[src/hdl/packed_low_bit_weight_dot_product_assert.svh]
`ifndef PACKED_LOW_BIT_WEIGHT_DOT_PRODUCT_ASSERT_SVH
`define PACKED_LOW_BIT_WEIGHT_DOT_PRODUCT_ASSERT_SVH

// same-cycle implication, checked outside reset
`define PLDP_ASSERT_NOW(label, ante, cons) \
    label: assert property (@(posedge clk) disable iff (!rst_n) (ante) |-> (cons)) \
        else $error("pldp assertion failed");

// next-cycle implication, checked outside reset
`define PLDP_ASSERT_NEXT(label, ante, cons) \
    label: assert property (@(posedge clk) disable iff (!rst_n) (ante) |=> (cons)) \
        else $error("pldp assertion failed");

`endif

[src/hdl/pldp_pkg.sv]
`timescale 1ns / 1ps
package pldp_pkg;

    localparam int LANES         = 8;
    localparam int TERNARY_LANES = 4;
    localparam int ACT_W         = 8;
    localparam int CODE_W        = 2;
    localparam int LANE_SUM_W    = 11;
    localparam int SUM_W         = 32;
    localparam int QUEUE_DEPTH   = 2;

    localparam logic MODE_TERNARY = 1'b0;
    localparam logic MODE_BINARY  = 1'b1;

    localparam logic [CODE_W-1:0] CODE_NEG  = 2'd0;
    localparam logic [CODE_W-1:0] CODE_ZERO = 2'd1;

    typedef enum logic [1:0] {
        SEL_NEG,
        SEL_ZERO,
        SEL_POS
    } sel_t;

    typedef struct packed {
        logic [LANES-1:0][ACT_W-1:0] act;
        sel_t [LANES-1:0]            sel;
        logic                        last;
    } item_t;

    // negating the most negative value wraps back to itself
    function automatic logic [ACT_W-1:0] lane_value(sel_t sel, logic [ACT_W-1:0] act);
        logic [ACT_W-1:0] v;
        case (sel)
            SEL_POS: v = act;
            SEL_NEG: v = ACT_W'(~act + 1'b1);
            default: v = '0;
        endcase
        return v;
    endfunction

endpackage

[src/hdl/pldp_front.sv]
`timescale 1ns / 1ps
module pldp_front
    import pldp_pkg::*;
(
    input  logic                 clk,
    input  logic                 rst_n,
    input  logic                 weight_mode,
    input  logic                 in_valid,
    output logic                 in_ready,
    input  logic [7:0]           weight_byte,
    input  logic [LANES-1:0][ACT_W-1:0] acts,
    input  logic                 last_item,
    output logic                 push_valid,
    input  logic                 push_ready,
    output item_t                push_item
);

    logic  valid_reg;
    logic  valid_next;
    item_t item_reg;
    item_t item_next;
    logic  accept;

    assign in_ready = !valid_reg || push_ready;
    assign accept   = in_valid && in_ready;

    always_comb
    begin
        logic [CODE_W-1:0] code;
        item_next.act  = acts;
        item_next.last = last_item;
        for (int k = 0; k < LANES; k++)
        begin
            code = weight_byte[(LANES-1) - 2*(k % TERNARY_LANES) -: CODE_W];
            if (weight_mode == MODE_BINARY)
            begin
                item_next.sel[k] = weight_byte[(LANES-1) - k] ? SEL_POS : SEL_NEG;
            end
            else if (k >= TERNARY_LANES)
            begin
                item_next.sel[k] = SEL_ZERO;
            end
            else
            begin
                case (code)
                    CODE_NEG:  item_next.sel[k] = SEL_NEG;
                    CODE_ZERO: item_next.sel[k] = SEL_ZERO;
                    default:   item_next.sel[k] = SEL_POS;
                endcase
            end
        end
    end

    always_comb
    begin
        valid_next = valid_reg;
        if (accept)
        begin
            valid_next = 1'b1;
        end
        else if (push_ready)
        begin
            valid_next = 1'b0;
        end
    end

    always_ff @(posedge clk or negedge rst_n)
    begin
        if (!rst_n)
        begin
            valid_reg <= 1'b0;
        end
        else
        begin
            valid_reg <= valid_next;
        end
    end

    always_ff @(posedge clk)
    begin
        if (accept)
        begin
            item_reg <= item_next;
        end
    end

    assign push_valid = valid_reg;
    assign push_item  = item_reg;

endmodule

[src/hdl/pldp_queue.sv]
`timescale 1ns / 1ps
`include "packed_low_bit_weight_dot_product_assert.svh"
module pldp_queue
    import pldp_pkg::*;
#(
    parameter int DEPTH = QUEUE_DEPTH
)
(
    input  logic  clk,
    input  logic  rst_n,
    input  logic  push_valid,
    output logic  push_ready,
    input  item_t push_item,
    output logic  pop_valid,
    input  logic  pop_ready,
    output item_t pop_item
);

    localparam int PTR_W = $clog2(DEPTH);
    localparam int CNT_W = $clog2(DEPTH + 1);

    item_t             mem_reg [DEPTH];
    logic [PTR_W-1:0]  wr_ptr_reg;
    logic [PTR_W-1:0]  wr_ptr_next;
    logic [PTR_W-1:0]  rd_ptr_reg;
    logic [PTR_W-1:0]  rd_ptr_next;
    logic [CNT_W-1:0]  count_reg;
    logic [CNT_W-1:0]  count_next;
    logic              push;
    logic              pop;

    assign push_ready = count_reg != CNT_W'(DEPTH);
    assign pop_valid  = count_reg != '0;
    assign push       = push_valid && push_ready;
    assign pop        = pop_valid && pop_ready;
    assign pop_item   = mem_reg[rd_ptr_reg];

    always_comb
    begin
        wr_ptr_next = wr_ptr_reg;
        rd_ptr_next = rd_ptr_reg;
        count_next  = count_reg;
        if (push)
        begin
            wr_ptr_next = (wr_ptr_reg == PTR_W'(DEPTH - 1)) ? '0 : PTR_W'(wr_ptr_reg + 1'b1);
        end
        if (pop)
        begin
            rd_ptr_next = (rd_ptr_reg == PTR_W'(DEPTH - 1)) ? '0 : PTR_W'(rd_ptr_reg + 1'b1);
        end
        if (push && !pop)
        begin
            count_next = CNT_W'(count_reg + 1'b1);
        end
        else if (pop && !push)
        begin
            count_next = CNT_W'(count_reg - 1'b1);
        end
    end

    always_ff @(posedge clk or negedge rst_n)
    begin
        if (!rst_n)
        begin
            wr_ptr_reg <= '0;
            rd_ptr_reg <= '0;
            count_reg  <= '0;
        end
        else
        begin
            wr_ptr_reg <= wr_ptr_next;
            rd_ptr_reg <= rd_ptr_next;
            count_reg  <= count_next;
        end
    end

    always_ff @(posedge clk)
    begin
        if (push)
        begin
            mem_reg[wr_ptr_reg] <= push_item;
        end
    end

    `PLDP_ASSERT_NOW(a_count_bound, 1'b1, count_reg <= CNT_W'(DEPTH))
    `PLDP_ASSERT_NOW(a_ptr_gap, count_reg == '0 || count_reg == CNT_W'(DEPTH), wr_ptr_reg == rd_ptr_reg)
    `PLDP_ASSERT_NEXT(a_push_only_grows, push && !pop, count_reg != '0)

endmodule

[src/hdl/pldp_back.sv]
`timescale 1ns / 1ps
`include "packed_low_bit_weight_dot_product_assert.svh"
module pldp_back
    import pldp_pkg::*;
(
    input  logic             clk,
    input  logic             rst_n,
    input  logic             pop_valid,
    output logic             pop_ready,
    input  item_t            pop_item,
    output logic             out_valid,
    input  logic             out_ready,
    output logic [SUM_W-1:0] dot_sum
);

    logic                  s1_valid_reg;
    logic                  s1_valid_next;
    logic [LANE_SUM_W-1:0] s1_sum_reg;
    logic [LANE_SUM_W-1:0] s1_sum_next;
    logic                  s1_last_reg;
    logic                  s1_adv;
    logic [SUM_W-1:0]      acc_reg;
    logic [SUM_W-1:0]      acc_next;
    logic [SUM_W-1:0]      total;
    logic                  out_valid_reg;
    logic                  out_valid_next;
    logic [SUM_W-1:0]      out_data_reg;

    // eight sign-select lanes into one narrow sum
    always_comb
    begin
        logic [ACT_W-1:0] v;
        s1_sum_next = '0;
        for (int k = 0; k < LANES; k++)
        begin
            v = lane_value(pop_item.sel[k], pop_item.act[k]);
            s1_sum_next = LANE_SUM_W'(s1_sum_next
                + {{(LANE_SUM_W-ACT_W){v[ACT_W-1]}}, v});
        end
    end

    assign s1_adv    = s1_valid_reg && (!s1_last_reg || !out_valid_reg || out_ready);
    assign pop_ready = !s1_valid_reg || s1_adv;
    assign total     = acc_reg + {{(SUM_W-LANE_SUM_W){s1_sum_reg[LANE_SUM_W-1]}}, s1_sum_reg};

    always_comb
    begin
        s1_valid_next  = pop_ready ? pop_valid : s1_valid_reg;
        acc_next       = acc_reg;
        out_valid_next = out_valid_reg && !out_ready;
        if (s1_adv)
        begin
            acc_next = s1_last_reg ? '0 : total;
            if (s1_last_reg)
            begin
                out_valid_next = 1'b1;
            end
        end
    end

    always_ff @(posedge clk or negedge rst_n)
    begin
        if (!rst_n)
        begin
            s1_valid_reg  <= 1'b0;
            acc_reg       <= '0;
            out_valid_reg <= 1'b0;
        end
        else
        begin
            s1_valid_reg  <= s1_valid_next;
            acc_reg       <= acc_next;
            out_valid_reg <= out_valid_next;
        end
    end

    always_ff @(posedge clk)
    begin
        if (pop_ready && pop_valid)
        begin
            s1_sum_reg  <= s1_sum_next;
            s1_last_reg <= pop_item.last;
        end
        if (s1_adv && s1_last_reg)
        begin
            out_data_reg <= total;
        end
    end

    assign out_valid = out_valid_reg;
    assign dot_sum   = out_data_reg;

    `PLDP_ASSERT_NEXT(a_clear_after_last, s1_adv && s1_last_reg, acc_reg == '0)
    `PLDP_ASSERT_NOW(a_no_overwrite, s1_adv && s1_last_reg, !out_valid_reg || out_ready)
    `PLDP_ASSERT_NEXT(a_stall_holds, s1_valid_reg && !s1_adv, s1_valid_reg && $stable(s1_sum_reg))

endmodule

[src/hdl/packed_low_bit_weight_dot_product.sv]
`timescale 1ns / 1ps
// Dot product of packed ternary or binary weights with eight signed 8-bit activations per
// request. weight_mode (written via cfg_we/cfg_wdata while idle, a user rule the block does not
// enforce) picks four 2-bit codes or eight sign bits, MSB first. The 32-bit sum wraps and is sent
// out and cleared on the request with last_item set. One request per cycle is sustained unless a
// last request is held behind a waiting result. A last request passes the front register, queue,
// lane-sum and output registers. Non-last requests keep flowing while a result waits on out_ready.
module packed_low_bit_weight_dot_product
    import pldp_pkg::*;
#(
    parameter int DEPTH = QUEUE_DEPTH
)
(
    input  logic        clk,
    input  logic        rst_n,
    input  logic        cfg_we,
    input  logic        cfg_wdata,
    input  logic        in_valid,
    output logic        in_ready,
    input  logic [7:0]  weight_byte,
    input  logic signed [7:0] act_0,
    input  logic signed [7:0] act_1,
    input  logic signed [7:0] act_2,
    input  logic signed [7:0] act_3,
    input  logic signed [7:0] act_4,
    input  logic signed [7:0] act_5,
    input  logic signed [7:0] act_6,
    input  logic signed [7:0] act_7,
    input  logic        last_item,
    output logic        out_valid,
    input  logic        out_ready,
    output logic signed [31:0] dot_sum
);

    logic                        weight_mode_reg;
    logic [LANES-1:0][ACT_W-1:0] acts;
    logic                        push_valid;
    logic                        push_ready;
    item_t                       push_item;
    logic                        pop_valid;
    logic                        pop_ready;
    item_t                       pop_item;
    logic [SUM_W-1:0]            sum;

    always_ff @(posedge clk or negedge rst_n)
    begin
        if (!rst_n)
        begin
            weight_mode_reg <= MODE_TERNARY;
        end
        else if (cfg_we)
        begin
            weight_mode_reg <= cfg_wdata;
        end
    end

    assign acts = {act_7, act_6, act_5, act_4, act_3, act_2, act_1, act_0};

    pldp_front u_front (
        .clk         (clk),
        .rst_n       (rst_n),
        .weight_mode (weight_mode_reg),
        .in_valid    (in_valid),
        .in_ready    (in_ready),
        .weight_byte (weight_byte),
        .acts        (acts),
        .last_item   (last_item),
        .push_valid  (push_valid),
        .push_ready  (push_ready),
        .push_item   (push_item)
    );

    pldp_queue #(
        .DEPTH (DEPTH)
    ) u_queue (
        .clk        (clk),
        .rst_n      (rst_n),
        .push_valid (push_valid),
        .push_ready (push_ready),
        .push_item  (push_item),
        .pop_valid  (pop_valid),
        .pop_ready  (pop_ready),
        .pop_item   (pop_item)
    );

    pldp_back u_back (
        .clk       (clk),
        .rst_n     (rst_n),
        .pop_valid (pop_valid),
        .pop_ready (pop_ready),
        .pop_item  (pop_item),
        .out_valid (out_valid),
        .out_ready (out_ready),
        .dot_sum   (sum)
    );

    assign dot_sum = sum;

endmodule

[config.mk]
export PLATFORM = sky130hd
export DESIGN_NAME = packed_low_bit_weight_dot_product
export DESIGN_NICKNAME = d
export VERILOG_FILES = /design/src/hdl/pldp_pkg.sv /design/src/hdl/pldp_front.sv /design/src/hdl/pldp_queue.sv /design/src/hdl/pldp_back.sv /design/src/hdl/packed_low_bit_weight_dot_product.sv
export VERILOG_INCLUDE_DIRS = /design/src /design/src/hdl
export SDC_FILE = /design/constraint.sdc
export NUM_CORES = 1
export LEC_CHECK = 0
export BUFFER_PORTS_ARGS = -buffer_cell sky130_fd_sc_hd__buf_2
export CAP_MARGIN = 20
export CELL_PAD_IN_SITES_DETAIL_PLACEMENT = 0
export CELL_PAD_IN_SITES_GLOBAL_PLACEMENT = 1
export CORE_MARGIN = 2
export CORE_UTILIZATION = 50
export DETAILED_ROUTE_END_ITERATION = 12
export GPL_TIMING_DRIVEN = 0
export MAX_ROUTING_LAYER = met4
export PLACE_DENSITY_LB_ADDON = 0.12
export SYNTH_ARGS = -nofsm -noshare
export SYNTH_HDL_FRONTEND = slang
export SYNTH_SLANG_ARGS = --single-unit
[constraint.sdc]
create_clock -name clk -period 7.2 [get_ports clk]
set_input_delay 0 -clock clk [delete_from_list [all_inputs] [get_ports clk]]
set_output_delay 0 -clock clk [all_outputs]
set_load 0.005 [all_outputs]
==> results of run 1 <==
-- path summary, 6_finish.rpt --
check                                           start                     end  slack [ns]
worst max-delay path               u_queue.rd_ptr_reg   u_back.s1_sum_reg[10]        0.50
worst min-delay path                            rst_n      u_back.acc_reg[25]      -0.007
worst max register to register     u_queue.rd_ptr_reg   u_back.s1_sum_reg[10]        0.50
worst min register to register  u_front.push_item[51]  u_queue.mem_reg[1][51]        0.44
max in group asynchronous                       rst_n      u_back.acc_reg[10]        6.66
min in group clk                             act_5[2]   u_front.push_item[59]        0.17
-- stage by stage --
step                      instances  utilization [%]  area [um2]  hold WS (ns)  setup slack, ns
after CTS                      1874            61.00       19300        0.1558           0.4735
after global placement         1725            54.18       17140        0.1758           0.5278
after floorplan                1211                -       16080       -0.2956            1.600
after detailed placement       1730            54.61       17280        0.1781           0.5198
after global routing           1875            61.07       19320       0.03582           0.1678
final                          1875            61.07       19320     -0.006699           0.4995
-- layout make-up --
type                            count  share of cell area (%)
Clock buffer                       48                   5.162
Timing Repair Buffer              198                   7.746
Multi-Input combinational cell    794                   32.58
Sequential cell                   318                   48.39
Clock inverter                     16                   1.159
Inverter                           59                   1.146
Buffer                             40                   1.218
Tap cell                          402                   2.603
-- synthesized netlist by cell type (31+ instances only) --
cell / instances
inv_1: 59
fa_1: 44
xor2_1: 48
xnor2_1: 50
o21ai_0: 31
mux2i_1: 66
ha_1: 60
nor2_1: 105
a21oi_1: 67
nand2_1: 69
edfxtp_1: 278
dfrtp_1: 40
-- worst max-delay path, stage by stage, from the launching register on --
cell and delay (ns):
dfrtp_1 0.34, buf_2 0.26, buf_2 0.35, buf_2 0.42, buf_2 0.50, mux2i_1 0.50
o211ai_1 0.21, fa_1 0.58, fa_1 0.45, fa_1 0.49, fa_1 0.52, inv_1 0.06
ha_1 0.29, a21o_1 0.15, a21oi_1 0.23, nor2b_1 0.08, o21a_1 0.18, o41ai_1 0.43
o21ai_0 0.20, xnor2_1 0.15
-- cells by family after synthesis --
kind of cell,Yosys count,share of synthesized area [%]
xor+xnor,98,5.339
simple gates,273,7.962
compound gates,229,9.767
mux,90,5.790
flops,318,58.15
buf+inv,99,2.841
fa+ha+maj,104,10.15
-- routing by layer --
layer  wire, um  global-route usage [%]  share of wire [%]
met5          0                       -                  0
met4       1292                   8.256                3.6
met3       1348                   3.396                3.8
met2      18550                   39.67                 52
met1      14480                   25.89                 41
==> impl_metrics.py, run 1 <==
metrics = {
    "global_routing": {
        "grt_max_degree": 62,
        "grt.total_usage_pct": 22.41,
        "first_global_vias": 10510,
        "gr-total-overflow": 0,
        "grt_first_pass_wirelength_um": 56010,
        "antenna_found_initial": 0,
    },
    "layout": {
        "area_delta_synth_final_pct": 20.17,
        "post_route_cells_drive_above_1_share_pct": 16.97,
        "nets": 1630,
        "area_occupied_by_multi_input_gates_um2": 6294,
        "n_fill_cell": 2453,
        "antenna-diode-count": 0,
        "area.sequential_um2": 9349,
        "leading_cell_type_in_the_layout_fill_and_taps_excluded": "edfxtp_1",
        "mostFrequentLayoutCells": "edfxtp_1, buf_2, nor2_1",
        "largest_register_ff_count": 156,
    },
    "drt": {
        "detailroute.via_count": 10150,
        "ant_nets": 0,
        "detail_route.drc_violations": 0,
        "detail_route.wirelength_um": 35670,
        "avgViaCountPerCell": 5.413,
        "route.detailed.wl_per_inst_um": 19.02,
        "drt_iter0_drc": 491,
        "drt-pass1-iter-count": 5,
    },
    "floorplanning": {
        "initial_core_util_pct": 50.82,
        "floorplan.die_area_um2": 33600,
        "core_um2": 31640,
        "pin_count": 113,
        "floorplan.rows": 65,
        "die_height_um": 183.3,
        "fp.dieW_um": 183.3,
    },
    "run_status": {
        "violations_in_the_final_reports": "hold timing",
        "run_status": "complete, but fails checks",
    },
    "setup_path": {
        "worst_ep_arrival_ns": 6.96,
        "critical_path_peak_fanout": 10,
        "criticalPathCategory": "register to register",
        "required_ns": 7.46,
        "start_kind": "register",
        "worst_r2r_path_depth": 19,
        "end_kind": "register",
    },
    "yosys": {
        "async_flop_share_pct": 12.58,
        "mapped_cell_area_um2": 16080,
        "yosys_register_bits": 318,
        "synthCells": 1211,
        "synth.largest_area_cell": "edfxtp_1",
        "netlist_top_cells_area": "edfxtp_1, dfrtp_1, fa_1",
        "yosysWarnings": 0,
        "synth_edf_count": 278,
        "synthesis.area_per_instance_um2": 13.28,
        "nets_in_the_synthesized_netlist": 1394,
        "synth-seq-area-share_pct": 58.15,
        "most_used_flip_flop_cell_after_synthesis": "edfxtp_1",
        "netlist.area_leader.share_pct": 51.93,
        "synth_cell_type_count": 72,
    },
    "sta": {
        "setup_tns_final_ns": 0,
        "finalHoldViolCount": 4,
        "finalWorstPathRequiredPeriod_ns": 6.701,
        "worst_pin_slew_ns": 0.9356,
        "hold_slack_ns": -0.006699,
        "setup_repair_after_global_routing_missed_its_margin": "no",
        "finalMaxSlewViolations": 0,
        "min_period_over_period_pct": 93.06,
        "max_freq_mhz": 149.2,
        "maxSlewHeadroom_pct": 35.85,
        "setup_viol_count_final": 0,
        "skew_ns": 0.02569,
    },
    "hold_path": {
        "hold_path.class": "input port to async pin",
    },
    "placed_design": {
        "io_buffer_count": 112,
        "dp.final_hpwl_um": 25860,
        "gp_congestion": 0.9395,
    },
    "run": {
        "max_cap_violations": 0,
    },
    "clock_network": {
        "ctsRootBufferMaster": "clkbuf_16",
        "clk-insertion-delay-late_ns": 0.53,
        "postCtsResizedCells": 0,
        "clock_sink_count": 318,
        "postCtsHoldBufs": 80,
        "post_cts_buffers": 0,
        "clk_transition_reported_paths_ns": 0.06,
        "cts_tree": "yes",
        "cts_max_path_buffers": 3,
        "htree_levels": 2,
        "cts_made_buffers": 36,
    },
}
Power of run 1 is left out: the tool's default activity adds up to more than one toggle a clock period on the data nets, which glitch-free logic cannot reach.
==> run 2: changes to the inputs <==
==> constraint.sdc (replaced) <==
create_clock -name clk -period 7.2 [get_ports clk]
set_input_delay 1.08 -clock clk [delete_from_list [all_inputs] [get_ports clk]]
set_output_delay 1.08 -clock clk [all_outputs]
set_load 0.005 [all_outputs]
==> run 2 against run 1 <==
  * The run now ends clean
  * Sequential cell count unchanged
  * Worst setup slack got worse by 0.015 ns
  * Sequential share of layout area increased by 2.1 points
  * Clock skew decreased by 0.00066 ns
  * Final cell count decreased by 4.3%
  * Register-to-register slack got worse by 0.02 ns
  * Final area decreased by 4.1%
  * Maximum frequency decreased by 0.23%
==> impl_metrics.py, run 2 (same netlist as run 1, synthesis figures left out) <==
metrics = {
    "placed_design": {
        "gp_congestion": 0.9395,
        "dp.final_hpwl_um": 25860,
        "io_buffer_count": 112,
    },
    "global_routing": {
        "gr-total-overflow": 0,
        "grt_first_pass_wirelength_um": 54500,
        "first_global_vias": 10140,
        "antenna_found_initial": 0,
        "grt.total_usage_pct": 21.80,
        "grt_max_degree": 62,
    },
    "floorplanning": {
        "floorplan.rows": 65,
        "floorplan.die_area_um2": 33600,
        "fp.dieW_um": 183.3,
        "die_height_um": 183.3,
        "core_um2": 31640,
        "pin_count": 113,
        "initial_core_util_pct": 50.82,
    },
    "sta": {
        "finalMaxSlewViolations": 0,
        "setup_viol_count_final": 0,
        "finalWorstPathRequiredPeriod_ns": 6.716,
        "maxSlewHeadroom_pct": 36.98,
        "min_period_over_period_pct": 93.27,
        "skew_ns": 0.02503,
        "finalHoldViolCount": 0,
        "setup_tns_final_ns": 0,
        "max_freq_mhz": 148.9,
        "setup_repair_after_global_routing_missed_its_margin": "no",
        "worst_pin_slew_ns": 0.9453,
    },
    "layout": {
        "area_delta_synth_final_pct": 15.19,
        "utilization_pct": 58.54,
        "nets": 1550,
        "antenna-diode-count": 0,
        "largest_register_ff_count": 156,
        "n_fill_cell": 2541,
        "post_route_cells_drive_above_1_share_pct": 17.95,
        "mostFrequentLayoutCells": "edfxtp_1, buf_2, nor2_1",
        "leading_cell_type_in_the_layout_fill_and_taps_excluded": "edfxtp_1",
    },
    "drt": {
        "detail_route.drc_violations": 0,
        "avgViaCountPerCell": 5.487,
        "drt-pass1-iter-count": 5,
        "ant_nets": 0,
        "detail_route.wirelength_um": 34680,
        "detailroute.via_count": 9849,
        "route.detailed.wl_per_inst_um": 19.32,
        "drt_iter0_drc": 487,
    },
    "hold_path": {
        "hold_path.class": "register to register",
    },
    "setup_path": {
        "end_kind": "register",
        "timing.critical_path.slowest_cell_delay_ns": 0.59,
        "crit_buf_inv": 5,
        "path_cells": "buf_2 > buf_2 > buf_2 > buf_2 > mux2i_1 > o211ai_1 > fa_1 > fa_1 > fa_1 > fa_1 > inv_1 > ha_1 > a21o_1 > a21oi_1 > nor2b_1 > o21a_1 > o41ai_1 > o21ai_0 > xnor2_1",
        "worst_ep_arrival_ns": 6.97,
        "worst_path_dominant_cell_family": "adder cells",
        "master_of_the_slowest_instance_on_the_critical_path": "fa_1",
        "required_ns": 7.46,
        "criticalPathCategory": "register to register",
        "start_kind": "register",
        "critical_path_peak_fanout": 10,
    },
    "clock_network": {
        "clk-insertion-delay-late_ns": 0.53,
        "cts_max_path_buffers": 3,
        "postCtsHoldBufs": 0,
        "htree_levels": 2,
        "post_cts_buffers": 0,
        "cts_made_buffers": 36,
        "cts_tree": "yes",
        "postCtsResizedCells": 0,
        "clock_sink_count": 318,
        "clk_transition_reported_paths_ns": 0.07,
        "ctsRootBufferMaster": "clkbuf_16",
    },
    "run_status": {
        "run_status": "finished, final reports clean",
    },
    "run": {
        "max_cap_violations": 0,
    },
}
==> run 2: cell count changes in the layout (fill, tap and decap cells not counted), sizes merged <==
cell	before	now
dlygate4sd3	80	0
==> run 2: layer usage <==
layer  up-vias  global-route usage [%]  wire (um)
met3        78                   3.475       1219
met2       219                   38.14      17870
li1       4765                       -          -
met1      4787                   25.44      14350
met5         -                       -          0
met4         0                   8.096       1234
==> run 2: path summary, 6_finish.rpt <==
kind | from | endpoint | slack [ns] | depth (start not counted)
max | u_queue.rd_ptr_reg | u_back.s1_sum_reg[10] | 0.48 | 19
min | u_front.push_item[68] | u_queue.mem_reg[0][68] | 0.43 | 0
max reg2reg | u_queue.rd_ptr_reg | u_back.s1_sum_reg[10] | 0.48 | 19
min reg2reg | u_front.push_item[68] | u_queue.mem_reg[0][68] | 0.43 | 0
max in group asynchronous | rst_n | u_back.acc_reg[10] | 6.12 | 2
min in group asynchronous | rst_n | u_back.acc_reg[25] | 0.53 | 1
==> run 2: cell type report <==
type                    instances  area [um2]  share of cell area, %
clock inverters                16       224.0                  1.209
inverters                      59       221.5                  1.196
well taps                     402       503.0                  2.716
flip-flops and latches        318        9349                  50.48
repair buffers                118       695.7                  3.757
plain buffers                  40       235.2                  1.270
clock buffers                  48       997.2                  5.385
multi-input cells             794        6294                  33.98
==> run 2: through the flow <==
stage / hold WS, ns / std cells / area (um2) / worst slack, ns
6_report: 0.4322 / 1795 / 18520 / 0.4843
5_1_grt: 0.4484 / 1795 / 18520 / 0.1635
4_1_cts: 0.4394 / 1794 / 18500 / 0.4735
3_5_place_dp: 0.4290 / 1730 / 17280 / 0.5198
3_3_place_gp: 0.4220 / 1725 / 17140 / 0.5278
2_1_floorplan: 0.4215 / 1211 / 16080 / 1.600
Power of run 2 is left out for the same reason.
